===== src/hw/rtl/wat_pkg.sv =====
// Shared widths, register indexes and divider status type for the window reporter.
`timescale 1ns / 1ps

package wat_pkg;

	// Field widths.
	localparam int LEVEL_W = 16;
	localparam int POS_W   = 24;

	// Stream word layout.
	localparam int IN_DATA_W  = 64;
	localparam int OUT_DATA_W = 64;

	// Configuration port.
	localparam int CFG_IDX_W  = 2;
	localparam int CFG_DATA_W = 24;

	// Threshold after reset: 75 dB in Q8.8.
	localparam logic [LEVEL_W-1:0] THRESH_RESET = 16'd19200;

	// Register indexes.
	typedef enum logic [CFG_IDX_W-1:0] {
		CFG_MOBILE_MODE = 2'd0,
		CFG_SENSOR_X    = 2'd1,
		CFG_SENSOR_Y    = 2'd2,
		CFG_THRESHOLD   = 2'd3
	} cfg_index_t;

	// Status of the shared divider.
	typedef struct packed {
		logic busy;
		logic done;
	} div_stat_t;

endpackage


===== src/hw/rtl/wat_div.sv =====
// Divider by a fixed divisor: reciprocal multiplication with a registered dividend and a registered product.
`timescale 1ns / 1ps

module wat_div #(
	parameter int WIDTH   = 27,
	parameter int DIVISOR = 6
) (
	input  logic                 clk,
	input  logic                 arst_n,
	input  logic                 start,
	input  logic [WIDTH-1:0]     dividend,
	output logic [WIDTH-1:0]     quotient,
	output wat_pkg::div_stat_t   stat
);

	// floor(x / DIVISOR) equals (x * RECIP) >> SHIFT for every WIDTH-bit x.
	localparam int SHIFT = WIDTH + $clog2(DIVISOR);
	localparam longint unsigned RECIP =
		((64'd1 << SHIFT) + 64'(DIVISOR) - 64'd1) / 64'(DIVISOR);
	localparam int RECIP_W = $clog2(RECIP + 64'd1);
	localparam int PROD_W  = WIDTH + RECIP_W;
	localparam logic [RECIP_W-1:0] RECIP_C = RECIP_W'(RECIP);

	logic [WIDTH-1:0]  dvd_q;
	logic [PROD_W-1:0] prod_q;
	logic              busy_q;
	logic              done_q;

	// Control: the dividend is taken on start, the product in the following cycle.
	always_ff @(posedge clk or negedge arst_n) begin
		if (!arst_n) begin
			busy_q <= 1'b0;
			done_q <= 1'b0;
		end else begin
			busy_q <= start;
			done_q <= busy_q;
		end
	end

	// Datapath: registered dividend, then registered product.
	always_ff @(posedge clk) begin
		if (start) begin
			dvd_q <= dividend;
		end
		if (busy_q) begin
			prod_q <= PROD_W'(dvd_q) * PROD_W'(RECIP_C);
		end
	end

	assign quotient  = WIDTH'(prod_q >> SHIFT);
	assign stat.busy = busy_q;
	assign stat.done = done_q;

	// A new division is never started on top of a running one.
	a_no_restart: assert property (@(posedge clk) disable iff (!arst_n)
		busy_q |-> !start) else $error("divider restarted while busy");

	// Done follows in the cycle after the multiply step.
	a_done_after_busy: assert property (@(posedge clk) disable iff (!arst_n)
		done_q |-> $past(busy_q)) else $error("divider done without a run");

	// The multiply step lasts a single cycle.
	a_busy_one_cycle: assert property (@(posedge clk) disable iff (!arst_n)
		busy_q |=> !busy_q) else $error("divider busy for more than one cycle");

endmodule


===== src/hw/rtl/wat_ring.sv =====
// Ring store of levels and positions with one write and one registered read port.
`timescale 1ns / 1ps

module wat_ring #(
	parameter int DEPTH = 6
) (
	input  logic                          clk,
	input  logic                          wr_en,
	input  logic [$clog2(DEPTH)-1:0]      wr_addr,
	input  logic [wat_pkg::LEVEL_W-1:0]   wr_level,
	input  logic [wat_pkg::POS_W-1:0]     wr_x,
	input  logic [wat_pkg::POS_W-1:0]     wr_y,
	input  logic                          rd_en,
	input  logic [$clog2(DEPTH)-1:0]      rd_addr,
	output logic [wat_pkg::LEVEL_W-1:0]   rd_level,
	output logic [wat_pkg::POS_W-1:0]     rd_x,
	output logic [wat_pkg::POS_W-1:0]     rd_y
);

	logic [wat_pkg::LEVEL_W-1:0] level_mem [DEPTH];
	logic [wat_pkg::POS_W-1:0]   x_mem     [DEPTH];
	logic [wat_pkg::POS_W-1:0]   y_mem     [DEPTH];
	logic [wat_pkg::LEVEL_W-1:0] level_q;
	logic [wat_pkg::POS_W-1:0]   x_q;
	logic [wat_pkg::POS_W-1:0]   y_q;

	// Write port.
	always_ff @(posedge clk) begin
		if (wr_en) begin
			level_mem[wr_addr] <= wr_level;
			x_mem[wr_addr]     <= wr_x;
			y_mem[wr_addr]     <= wr_y;
		end
	end

	// Registered read port; data holds until the next read.
	always_ff @(posedge clk) begin
		if (rd_en) begin
			level_q <= level_mem[rd_addr];
			x_q     <= x_mem[rd_addr];
			y_q     <= y_mem[rd_addr];
		end
	end

	assign rd_level = level_q;
	assign rd_x     = x_q;
	assign rd_y     = y_q;

endmodule


===== src/hw/rtl/window_average_threshold_reporter.sv =====
// Top level: sample ring, sequencer, shared divider and output register (D = WINDOW_DEPTH).
// A reporting sample runs ST_SUM over the window, ST_DRAIN and ST_DIVL for the level average;
// a summary then runs ST_DIVX and ST_DIVY (mobile mode only) and ST_AVG, and a dump alternates
// ST_DUMP_RD and ST_DUMP_WR once per word. s_tready stays low until the sequencer is idle again,
// output stalls included; a sample that does not report leaves s_tready high.
// Reset (arst_n low, asynchronous) clears the write slot, full flag, sequencer and output.
`timescale 1ns / 1ps

module window_average_threshold_reporter #(
	parameter int WINDOW_DEPTH = 6
) (
	input  logic                              clk,
	input  logic                              arst_n,
	// Input samples.
	input  logic                              s_tvalid,
	output logic                              s_tready,
	input  logic [wat_pkg::IN_DATA_W-1:0]     s_tdata,  // noise_level, pos_x, pos_y
	input  logic [0:0]                        s_tuser,  // link_up
	// Reports.
	output logic                              m_tvalid,
	input  logic                              m_tready,
	output logic [wat_pkg::OUT_DATA_W-1:0]    m_tdata,  // report_x, report_y, report_level
	output logic [0:0]                        m_tuser,  // is_average
	output logic                              m_tlast,
	// Register writes.
	input  logic                              cfg_valid,
	output logic                              cfg_ready,
	input  logic [wat_pkg::CFG_IDX_W-1:0]     cfg_index,
	input  logic [wat_pkg::CFG_DATA_W-1:0]    cfg_data
);

	localparam int IDX_W  = (WINDOW_DEPTH > 1) ? $clog2(WINDOW_DEPTH) : 1;
	localparam int LSUM_W = wat_pkg::LEVEL_W + IDX_W;
	localparam int PSUM_W = wat_pkg::POS_W + IDX_W;
	localparam int LV_W   = wat_pkg::LEVEL_W;
	localparam int PS_W   = wat_pkg::POS_W;

	typedef enum logic [8:0] {
		ST_IDLE    = 9'b000000001,
		ST_SUM     = 9'b000000010,
		ST_DRAIN   = 9'b000000100,
		ST_DIVL    = 9'b000001000,
		ST_DIVX    = 9'b000010000,
		ST_DIVY    = 9'b000100000,
		ST_AVG     = 9'b001000000,
		ST_DUMP_RD = 9'b010000000,
		ST_DUMP_WR = 9'b100000000
	} state_t;

	state_t state_q;

	// Configuration registers.
	logic            mobile_q;
	logic [PS_W-1:0] sensor_x_q;
	logic [PS_W-1:0] sensor_y_q;
	logic [LV_W-1:0] thresh_q;

	// Window bookkeeping.
	logic [IDX_W-1:0] slot_q;
	logic             full_q;
	logic [IDX_W-1:0] idx_q;
	logic             rd_vld_s1;

	// Sums and averages.
	logic [LSUM_W-1:0]        lsum_q;
	logic signed [PSUM_W-1:0] xsum_q;
	logic signed [PSUM_W-1:0] ysum_q;
	logic [LV_W-1:0]          lavg_q;
	logic [PS_W-1:0]          xavg_q;
	logic [PS_W-1:0]          yavg_q;

	// Divider hookup.
	logic                     div_run_q;
	logic                     div_start;
	logic [PSUM_W-1:0]        div_dvd;
	logic [PSUM_W-1:0]        div_quo;
	wat_pkg::div_stat_t       div_stat;
	logic [PSUM_W-1:0]        xs_u;
	logic [PSUM_W-1:0]        ys_u;
	logic [PSUM_W-1:0]        xmag;
	logic [PSUM_W-1:0]        ymag;
	logic                     xneg;
	logic                     yneg;
	logic [PSUM_W-1:0]        quo_neg;

	// Ring ports.
	logic             in_acc;
	logic             link_up;
	logic             rd_en;
	logic [LV_W-1:0]  rd_level;
	logic [PS_W-1:0]  rd_x;
	logic [PS_W-1:0]  rd_y;
	logic             full_next;

	// Output register.
	logic                           out_vld_q;
	logic [wat_pkg::OUT_DATA_W-1:0] out_data_q;
	logic                           out_avg_q;
	logic                           out_last_q;
	logic                           out_free;

	assign cfg_ready = 1'b1;
	assign s_tready  = (state_q == ST_IDLE);
	assign in_acc    = s_tvalid && s_tready;
	assign link_up   = s_tuser[0];
	assign full_next = full_q || (slot_q == IDX_W'(WINDOW_DEPTH - 1));
	assign out_free  = !out_vld_q || m_tready;
	assign rd_en     = (state_q == ST_SUM) || (state_q == ST_DUMP_RD);

	// Register write decoder.
	always_ff @(posedge clk or negedge arst_n) begin
		if (!arst_n) begin
			mobile_q   <= 1'b0;
			sensor_x_q <= '0;
			sensor_y_q <= '0;
			thresh_q   <= wat_pkg::THRESH_RESET;
		end else if (cfg_valid && cfg_ready) begin
			unique case (cfg_index)
				wat_pkg::CFG_MOBILE_MODE: mobile_q   <= cfg_data[0];
				wat_pkg::CFG_SENSOR_X:    sensor_x_q <= cfg_data[PS_W-1:0];
				wat_pkg::CFG_SENSOR_Y:    sensor_y_q <= cfg_data[PS_W-1:0];
				wat_pkg::CFG_THRESHOLD:   thresh_q   <= cfg_data[LV_W-1:0];
				default: ;
			endcase
		end
	end

	// Sample store.
	wat_ring #(
		.DEPTH(WINDOW_DEPTH)
	) u_ring (
		.clk      (clk),
		.wr_en    (in_acc),
		.wr_addr  (slot_q),
		.wr_level (s_tdata[15:0]),
		.wr_x     (s_tdata[39:16]),
		.wr_y     (s_tdata[63:40]),
		.rd_en    (rd_en),
		.rd_addr  (idx_q),
		.rd_level (rd_level),
		.rd_x     (rd_x),
		.rd_y     (rd_y)
	);

	// Dividend selection; negative sums divide their magnitude plus D-1 for a floor.
	always_comb begin
		xs_u = xsum_q;
		ys_u = ysum_q;
		xneg = xs_u[PSUM_W-1];
		yneg = ys_u[PSUM_W-1];
		xmag = xneg ? ((~xs_u) + PSUM_W'(WINDOW_DEPTH)) : xs_u;
		ymag = yneg ? ((~ys_u) + PSUM_W'(WINDOW_DEPTH)) : ys_u;
		case (state_q)
			ST_DIVX: div_dvd = xmag;
			ST_DIVY: div_dvd = ymag;
			default: div_dvd = PSUM_W'(lsum_q);
		endcase
		div_start = ((state_q == ST_DIVL) || (state_q == ST_DIVX) || (state_q == ST_DIVY))
			&& !div_run_q;
		quo_neg = PSUM_W'(0) - div_quo;
	end

	wat_div #(
		.WIDTH   (PSUM_W),
		.DIVISOR (WINDOW_DEPTH)
	) u_div (
		.clk      (clk),
		.arst_n   (arst_n),
		.start    (div_start),
		.dividend (div_dvd),
		.quotient (div_quo),
		.stat     (div_stat)
	);

	// Window sums, one entry per cycle from the registered read port.
	always_ff @(posedge clk) begin
		if (in_acc) begin
			lsum_q <= '0;
			xsum_q <= '0;
			ysum_q <= '0;
		end else if (rd_vld_s1) begin
			lsum_q <= lsum_q + LSUM_W'(rd_level);
			xsum_q <= xsum_q + PSUM_W'($signed(rd_x));
			ysum_q <= ysum_q + PSUM_W'($signed(rd_y));
		end
	end

	// Captured averages.
	always_ff @(posedge clk) begin
		if (div_stat.done) begin
			case (state_q)
				ST_DIVX: xavg_q <= xneg ? quo_neg[PS_W-1:0] : div_quo[PS_W-1:0];
				ST_DIVY: yavg_q <= yneg ? quo_neg[PS_W-1:0] : div_quo[PS_W-1:0];
				default: lavg_q <= div_quo[LV_W-1:0];
			endcase
		end
	end

	// Sequencer.
	always_ff @(posedge clk or negedge arst_n) begin
		if (!arst_n) begin
			state_q    <= ST_IDLE;
			slot_q     <= '0;
			full_q     <= 1'b0;
			idx_q      <= '0;
			rd_vld_s1  <= 1'b0;
			div_run_q  <= 1'b0;
			out_vld_q  <= 1'b0;
			out_avg_q  <= 1'b0;
			out_last_q <= 1'b0;
		end else begin
			rd_vld_s1 <= (state_q == ST_SUM);
			if (out_vld_q && m_tready) begin
				out_vld_q <= 1'b0;
			end
			if (div_start) begin
				div_run_q <= 1'b1;
			end else if (div_stat.done) begin
				div_run_q <= 1'b0;
			end
			unique case (state_q)
				ST_IDLE: begin
					if (in_acc) begin
						full_q <= full_next;
						if (link_up) begin
							slot_q <= (slot_q == IDX_W'(WINDOW_DEPTH - 1)) ? '0
								: slot_q + IDX_W'(1);
							idx_q  <= '0;
							if (full_next) begin
								state_q <= ST_SUM;
							end
						end
					end
				end
				ST_SUM: begin
					if (idx_q == IDX_W'(WINDOW_DEPTH - 1)) begin
						idx_q   <= '0;
						state_q <= ST_DRAIN;
					end else begin
						idx_q <= idx_q + IDX_W'(1);
					end
				end
				ST_DRAIN: begin
					state_q <= ST_DIVL;
				end
				ST_DIVL: begin
					if (div_stat.done) begin
						if (div_quo[LV_W-1:0] <= thresh_q) begin
							state_q <= mobile_q ? ST_DIVX : ST_AVG;
						end else begin
							state_q <= ST_DUMP_RD;
						end
					end
				end
				ST_DIVX: begin
					if (div_stat.done) begin
						state_q <= ST_DIVY;
					end
				end
				ST_DIVY: begin
					if (div_stat.done) begin
						state_q <= ST_AVG;
					end
				end
				ST_AVG: begin
					if (out_free) begin
						out_vld_q  <= 1'b1;
						out_avg_q  <= 1'b1;
						out_last_q <= 1'b1;
						state_q    <= ST_IDLE;
					end
				end
				ST_DUMP_RD: begin
					state_q <= ST_DUMP_WR;
				end
				ST_DUMP_WR: begin
					if (out_free) begin
						out_vld_q  <= 1'b1;
						out_avg_q  <= 1'b0;
						out_last_q <= (idx_q == IDX_W'(WINDOW_DEPTH - 1));
						if (idx_q == IDX_W'(WINDOW_DEPTH - 1)) begin
							idx_q   <= '0;
							state_q <= ST_IDLE;
						end else begin
							idx_q   <= idx_q + IDX_W'(1);
							state_q <= ST_DUMP_RD;
						end
					end
				end
				default: state_q <= ST_IDLE;
			endcase
		end
	end

	// Output word payload.
	always_ff @(posedge clk) begin
		if ((state_q == ST_AVG) && out_free) begin
			out_data_q <= {lavg_q,
				mobile_q ? yavg_q : sensor_y_q,
				mobile_q ? xavg_q : sensor_x_q};
		end else if ((state_q == ST_DUMP_WR) && out_free) begin
			out_data_q <= {rd_level,
				mobile_q ? rd_y : sensor_y_q,
				mobile_q ? rd_x : sensor_x_q};
		end
	end

	assign m_tvalid   = out_vld_q;
	assign m_tdata    = out_data_q;
	assign m_tuser[0] = out_avg_q;
	assign m_tlast    = out_last_q;

	// A sample with the link down leaves the write slot where it was.
	a_link_down_hold: assert property (@(posedge clk) disable iff (!arst_n)
		(in_acc && !link_up) |=> (slot_q == $past(slot_q)))
		else $error("write slot moved while link down");

	// Once the window has filled it stays full.
	a_full_sticky: assert property (@(posedge clk) disable iff (!arst_n)
		full_q |=> full_q) else $error("window full flag dropped");

	// The write slot stays inside the window.
	a_slot_range: assert property (@(posedge clk) disable iff (!arst_n)
		(slot_q < IDX_W'(WINDOW_DEPTH - 1)) || (slot_q == IDX_W'(WINDOW_DEPTH - 1)))
		else $error("write slot out of range");

	// A summary word is always the only word of its sample.
	a_avg_is_last: assert property (@(posedge clk) disable iff (!arst_n)
		(out_vld_q && out_avg_q) |-> out_last_q)
		else $error("summary word not marked last");

	// No word is produced before the window has filled.
	a_no_early_word: assert property (@(posedge clk) disable iff (!arst_n)
		$rose(out_vld_q) |-> full_q) else $error("word sent before window filled");

endmodule


===== config.mk =====
export PLATFORM = sky130hd
export DESIGN_NAME = window_average_threshold_reporter
export DESIGN_NICKNAME = d
export VERILOG_FILES = /design/src/hw/rtl/wat_pkg.sv /design/src/hw/rtl/wat_div.sv /design/src/hw/rtl/wat_ring.sv /design/src/hw/rtl/window_average_threshold_reporter.sv
export SDC_FILE = /design/constraint.sdc
export NUM_CORES = 2
export LEC_CHECK = 0
export ABC_AREA = 1
export BUFFER_PORTS_ARGS = -buffer_cell sky130_fd_sc_hd__buf_2
export CORE_MARGIN = 1.5
export CORE_UTILIZATION = 37
export DETAILED_ROUTE_END_ITERATION = 8
export PLACE_DENSITY = 0.62
export SYNTH_ARGS = -nofsm -noshare
export SYNTH_HDL_FRONTEND = slang
export SYNTH_HIERARCHICAL = 1
export SYNTH_SLANG_ARGS = --single-unit

===== constraint.sdc =====
create_clock -name clk -period 8.3 [get_ports clk]
set_input_delay 0 -clock clk [delete_from_list [all_inputs] [get_ports clk]]
set_output_delay 0 -clock clk [all_outputs]
set_load 0.02 [all_outputs]

# Word-level counts from Yosys, hierarchy flattened
# Memories as Yosys holds them, arrays and structs flattened. A register that Yosys moved wholly into a read port is not among the register bits.
# Cells that the tools add are included.
# totals
regBits	370
latchBits	0
mem_bits_rw	384
rom_bits	0
input_bits	96
output_inout_bits	69
word_cells	136
mem_count	3
# op_classes
n_addsub	8
mul	1
div	0
order_cmp	1
eq_ne	23
shift	0
mux	42
bitwise	3
reduce_logical	31
# memory_table
name	depth	width	rd	rd_ports_with_merged_regs	wr	line_no	text
u_ring.x_mem	6	24	1	1	1	wat_ring.sv:21	logic [wat_pkg::POS_W-1:0] x_mem [DEPTH];
u_ring.y_mem	6	24	1	1	1	wat_ring.sv:22	logic [wat_pkg::POS_W-1:0] y_mem [DEPTH];
u_ring.level_mem	6	16	1	1	1	wat_ring.sv:20	logic [wat_pkg::LEVEL_W-1:0] level_mem [DEPTH];
# op_table
op	n
$mux W24	6
$mux W64	2
$mux W9	9
$pmux W9 S9	1
$add A27 B24 Y27	2
$add A27 B3 Y27 const B	2
$mul A27 B28 Y54 const B	1
$mux W27	2
$not A27 Y27	2
$pmux W27 S2	1
$sub A1 B24 Y24 const A	1
$add A19 B16 Y19	1
$le A16 B16 Y1	1
$mux W8	2
$reduce_and A2 Y1	8
$mux W3	5
$ne A2 B1 Y1 const B	7
$mux W1	10
$eq A9 B1 Y1 const B	1
$eq A9 B2 Y1 const B	1
$eq A9 B3 Y1 const B	1
$eq A9 B4 Y1 const B	1
$eq A9 B5 Y1 const B	1
$eq A9 B6 Y1 const B	1
other kinds (22)	40

# Longest topological paths before layout
# logic_depth
word_depth	6
mapped_depth	26
ltp_nobuf	26

# By module
# The synthesis kept the hierarchy.
# by_module_without_submodules
mod	n_inst	cells_per_inst	area_each_um2	seq_area_each_um2
window_average_threshold_reporter	1	2765	19130.8	7463.4
wat_ring	1	1238	16814.9	13452.9
wat_div	1	1442	12278.0	1611.5

# Worst setup path after synthesis
# OpenSTA, ideal clock, no wires.
# synth_path
path_kind	register to register
start	register u_div.dvd_q[23]
end	register u_div.prod_q[53] (data pin)
setup_time_ns	0.252
arrival_ns	5.590
t_required_ns	8.048
setup_slack_ns	2.458
path_stages_with_launch	21
path_buffers	0
synth_period_minus_slack_ns	5.842
cell_sequence	edfxtp_1 -> ha_1 -> fa_1 -> inv_1 -> fa_1 -> fa_1 -> inv_1 -> fa_1 -> fa_1 -> inv_1 -> fa_1 -> inv_1 -> ha_1 -> a21oi_1 -> o21ai_0 -> a21oi_1 -> nand2_1 -> a21oi_1 -> nand2_1 -> nand2_1 -> nand2_1
# synth_via
elab_chain_len	1
# synth_rtl
item	line_no	text
from (decl)	wat_div.sv:24	logic [WIDTH-1:0] dvd_q;
from (signal assigned)	wat_div.sv:43	dvd_q <= dividend;
$mul A27 B28 Y54	wat_div.sv:46	prod_q <= PROD_W'(dvd_q) * PROD_W'(RECIP_C);
to (signal assigned)	wat_div.sv:46	
to (decl)	wat_div.sv:25	logic [PROD_W-1:0] prod_q;
# No other way between the ends.
# A chain may end at the register's enable or synchronous reset.

# Worst setup path after layout
# layout_path
start	register u_div.dvd_q[14]
end	register u_div.prod_q[44] (data pin)
# The elaborated chain is that of the path after synthesis.

==> out/metrics.csv <==
stage,metric,value,unit
cts,CTS tree,done,
floorplanning,row cnt,132,
synthesis,post-synthesis cell area,48060,um^2
critical_path,"Req. time, crit path",8.74,ns
sta,Tmin final,6.515,ns
routing,DR DRC count,0,
power,"Power, Total",0.01946,W
critical_path,crit-path max cell delay,0.58,ns
critical_path,cell family with most CP delay,adder cells,
synthesis,syn avg cell area,8.869,um^2
sta,Slew headroom,18.97,%
routing,post-route ant nets,0,
cells_and_area,area grow syn2layout,13.45,%
floorplanning,Die Ht,363.4,um
cts,Max clock buf depth,3,
floorplanning,Core Region,129200,um^2
cts,Resized Gates After CTS,0,
synthesis,post-synthesis net count,6005,
routing,drt total wl,149100,um
routing,First-pass DRT Iterations,6,
floorplanning,Die W,363.4,um
critical_path,CP Max Fanout,4,
cells_and_area,Final nets,6241,
power,leakage power,24.53,nW
sta,Final Hold Fails,0,
power,Pwr Density,356.9,nW/um^2
run_status,status,finished clean,
cts,later-pin clock latency in the skew report,0.72,ns
cells_and_area,fill count,12860,
sta,Tcrit/Tclk final,78.49,%
grt,total grt overflow,0,
sta,Total Neg Setup Slack,0,ns
critical_path,crit-path cells,"ha_1, inv_1, fa_1, inv_1, fa_1, inv_1, fa_1, xnor2_1, xor2_1, fa_1, inv_1, fa_1, inv_1, ha_1, a21oi_1, o21ai_0, a21oi_1, nor2_1, nor2_1, nand3_1, nand2_1, nand2_1",
grt,largest net degree at the start of global routing,127,
sta,Slew @ Worst Pin,1.214,ns
cts,CTS Buf Count,86,
critical_path,Worst EP arrival,6.96,ns
synthesis,Syn Inst Count,5419,
cts,Sink Count,788,
grt,first-pass GRT wire length,221600,um
critical_path,CP Class,flop to flop,
power,peak supply drop,0.0003097,V
routing,routed via count,37520,
placed_design,hpwl dp,111800,um
floorplanning,Initial Utilization,37.21,%
critical_path,worst path bufs/invs,5,
placed_design,Final Wtd Congestion,1.008,
routing,Vias/cell,5.022,
cts,Worst-path clk slew,0.06,ns
cts,root buf cell,clkbuf_16,
grt,vias in the first global route,35610,
critical_path,Worst path slowest cell,fa_1,
routing,Initial DRC Count,3617,
sta,final setup skew,0.07101,ns
placed_design,PortBufs,163,
cts,hold buffers post-CTS,105,
sta,RSZ-0062 raised after global routing,false,
min_path,hold crit path type,input port to async pin,
cts,htree depth,3,
sta,Max Clk Rate,153.5,MHz
cells_and_area,Multi-input gate area,21710,um^2
placed_design,Post-DP Area,50650,um^2
sta,Final setup viols,0,
grt,Total GRT Usage,22.37,%
critical_path,Setup crit end kind,flop,
grt,initial antenna violation count,15,
synthesis,synth warn,6,
cells_and_area,Register Area,22510,um^2
floorplanning,Ports,165,
sta,max-slew violation count,0,
floorplanning,Die ar.,132100,um^2
cells_and_area,layout cells sized above 1,6.936,%
routing,Wirelength per Cell,19.95,um
cells_and_area,post-layout instance area,54530,um^2
cts,Post-CTS Setup Bufs,0,
run,Max Cap Violations,0,
critical_path,startpoint type of the worst setup path,flop,
-- tightest hold or removal path: stages --
cell           delay [ns]
dlygate4sd3_1        0.52
buf_4                0.10
buf_4                0.66
-- metal layers --
metal  global-route usage, %  routed length, um
met3                   3.907              10250
met5                       0                 74
met4                   7.285               5060
met2                   35.79              67710
met1                   30.72              65960
-- registers in the layout (all words and copies together) (netlist names), 24 cells and up --
| register | count |
|---|---|
| m_tdata | 64 |
| sensor_x_q | 24 |
| sensor_y_q | 24 |
| u_div/dvd_q | 27 |
| u_div/prod_q | 24 |
| u_ring/level_mem | 96 |
| u_ring/rd_x | 24 |
| u_ring/rd_y | 24 |
| u_ring/x_mem | 144 |
| u_ring/y_mem | 144 |
| xavg_q | 24 |
| xs_u | 27 |
| yavg_q | 24 |
| ys_u | 27 |
-- layout by cell type (no fill, tap or decap), types with 7 or more instances in the layout --
cell type / instances
nand2_2: 10
buf_4: 33
nor3_1: 22
clkinv_2: 14
o21bai_1: 15
nor2_2: 12
clkinv_1: 17
inv_1: 832
ha_1: 295
xnor2_1: 14
nand3_1: 441
nand4_1: 54
clkbuf_1: 13
edfxtp_1: 627
buf_2: 162
xor2_1: 53
nor2_1: 457
inv_2: 10
o211ai_1: 9
nor2_4: 15
a21oi_1: 185
o221ai_1: 7
dfrtp_1: 80
dfxtp_1: 71
o21ai_0: 327
fa_1: 195
o21ai_1: 57
o21a_1: 8
a21o_1: 10
dlygate4sd3_1: 105
nand2_1: 1400
clkbuf_16: 86
-- stage by stage --
step | instances | setup slack [ns] | hold WS (ns) | util (%)
floorplan | 5419 | 2.458 | -0.2956 | -
global placement | 7204 | 1.930 | -0.09028 | 39.22
detailed placement | 7204 | 1.828 | -0.09014 | 39.22
CTS | 7466 | 1.832 | 0.01351 | 42.21
global route | 7469 | 1.487 | 0.03940 | 42.22
finish | 7471 | 1.785 | 0.04465 | 42.22
-- layout make-up --
type | count | share of cell area, %
Tap cell | 1742 | 3.997
Clock buffer | 104 | 4.162
Timing Repair Buffer | 301 | 3.905
Antenna cell | 5 | 0.02295
Inverter | 845 | 5.833
Clock inverter | 53 | 0.9959
Sequential cell | 788 | 41.28
Multi-Input combinational cell | 3633 | 39.81
-- power breakdown --
part           internal (W)  switching [W]  leakage (nW)  total (W)
sequential          0.00499       0.000610          7.39    0.00560
clock               0.00214        0.00169          1.36    0.00383
combinational       0.00322        0.00681          15.8     0.0100
total                0.0103        0.00911          24.5     0.0195
-- final timing paths --
| check | start | endpoint | slack (ns) | cells after the start |
|---|---|---|---|---|
| setup / recovery | u_div/dvd_q[14] | u_div/prod_q[44] | 1.79 | 22 |
| hold / removal | arst_n | sensor_y_q[10] | 0.04 | 3 |
| setup reg to reg | u_div/dvd_q[14] | u_div/prod_q[44] | 1.79 | 22 |
| hold reg to reg | u_div/busy_q | u_div/done_q | 0.38 | 0 |
| max in group asynchronous | arst_n | u_div/done_q | 7.15 | 3 |
| min in group clk | s_tdata[56] | u_ring/y_mem[2][16] | 0.05 | 2 |
No activity file was read; power rests on OpenSTA's default activity.
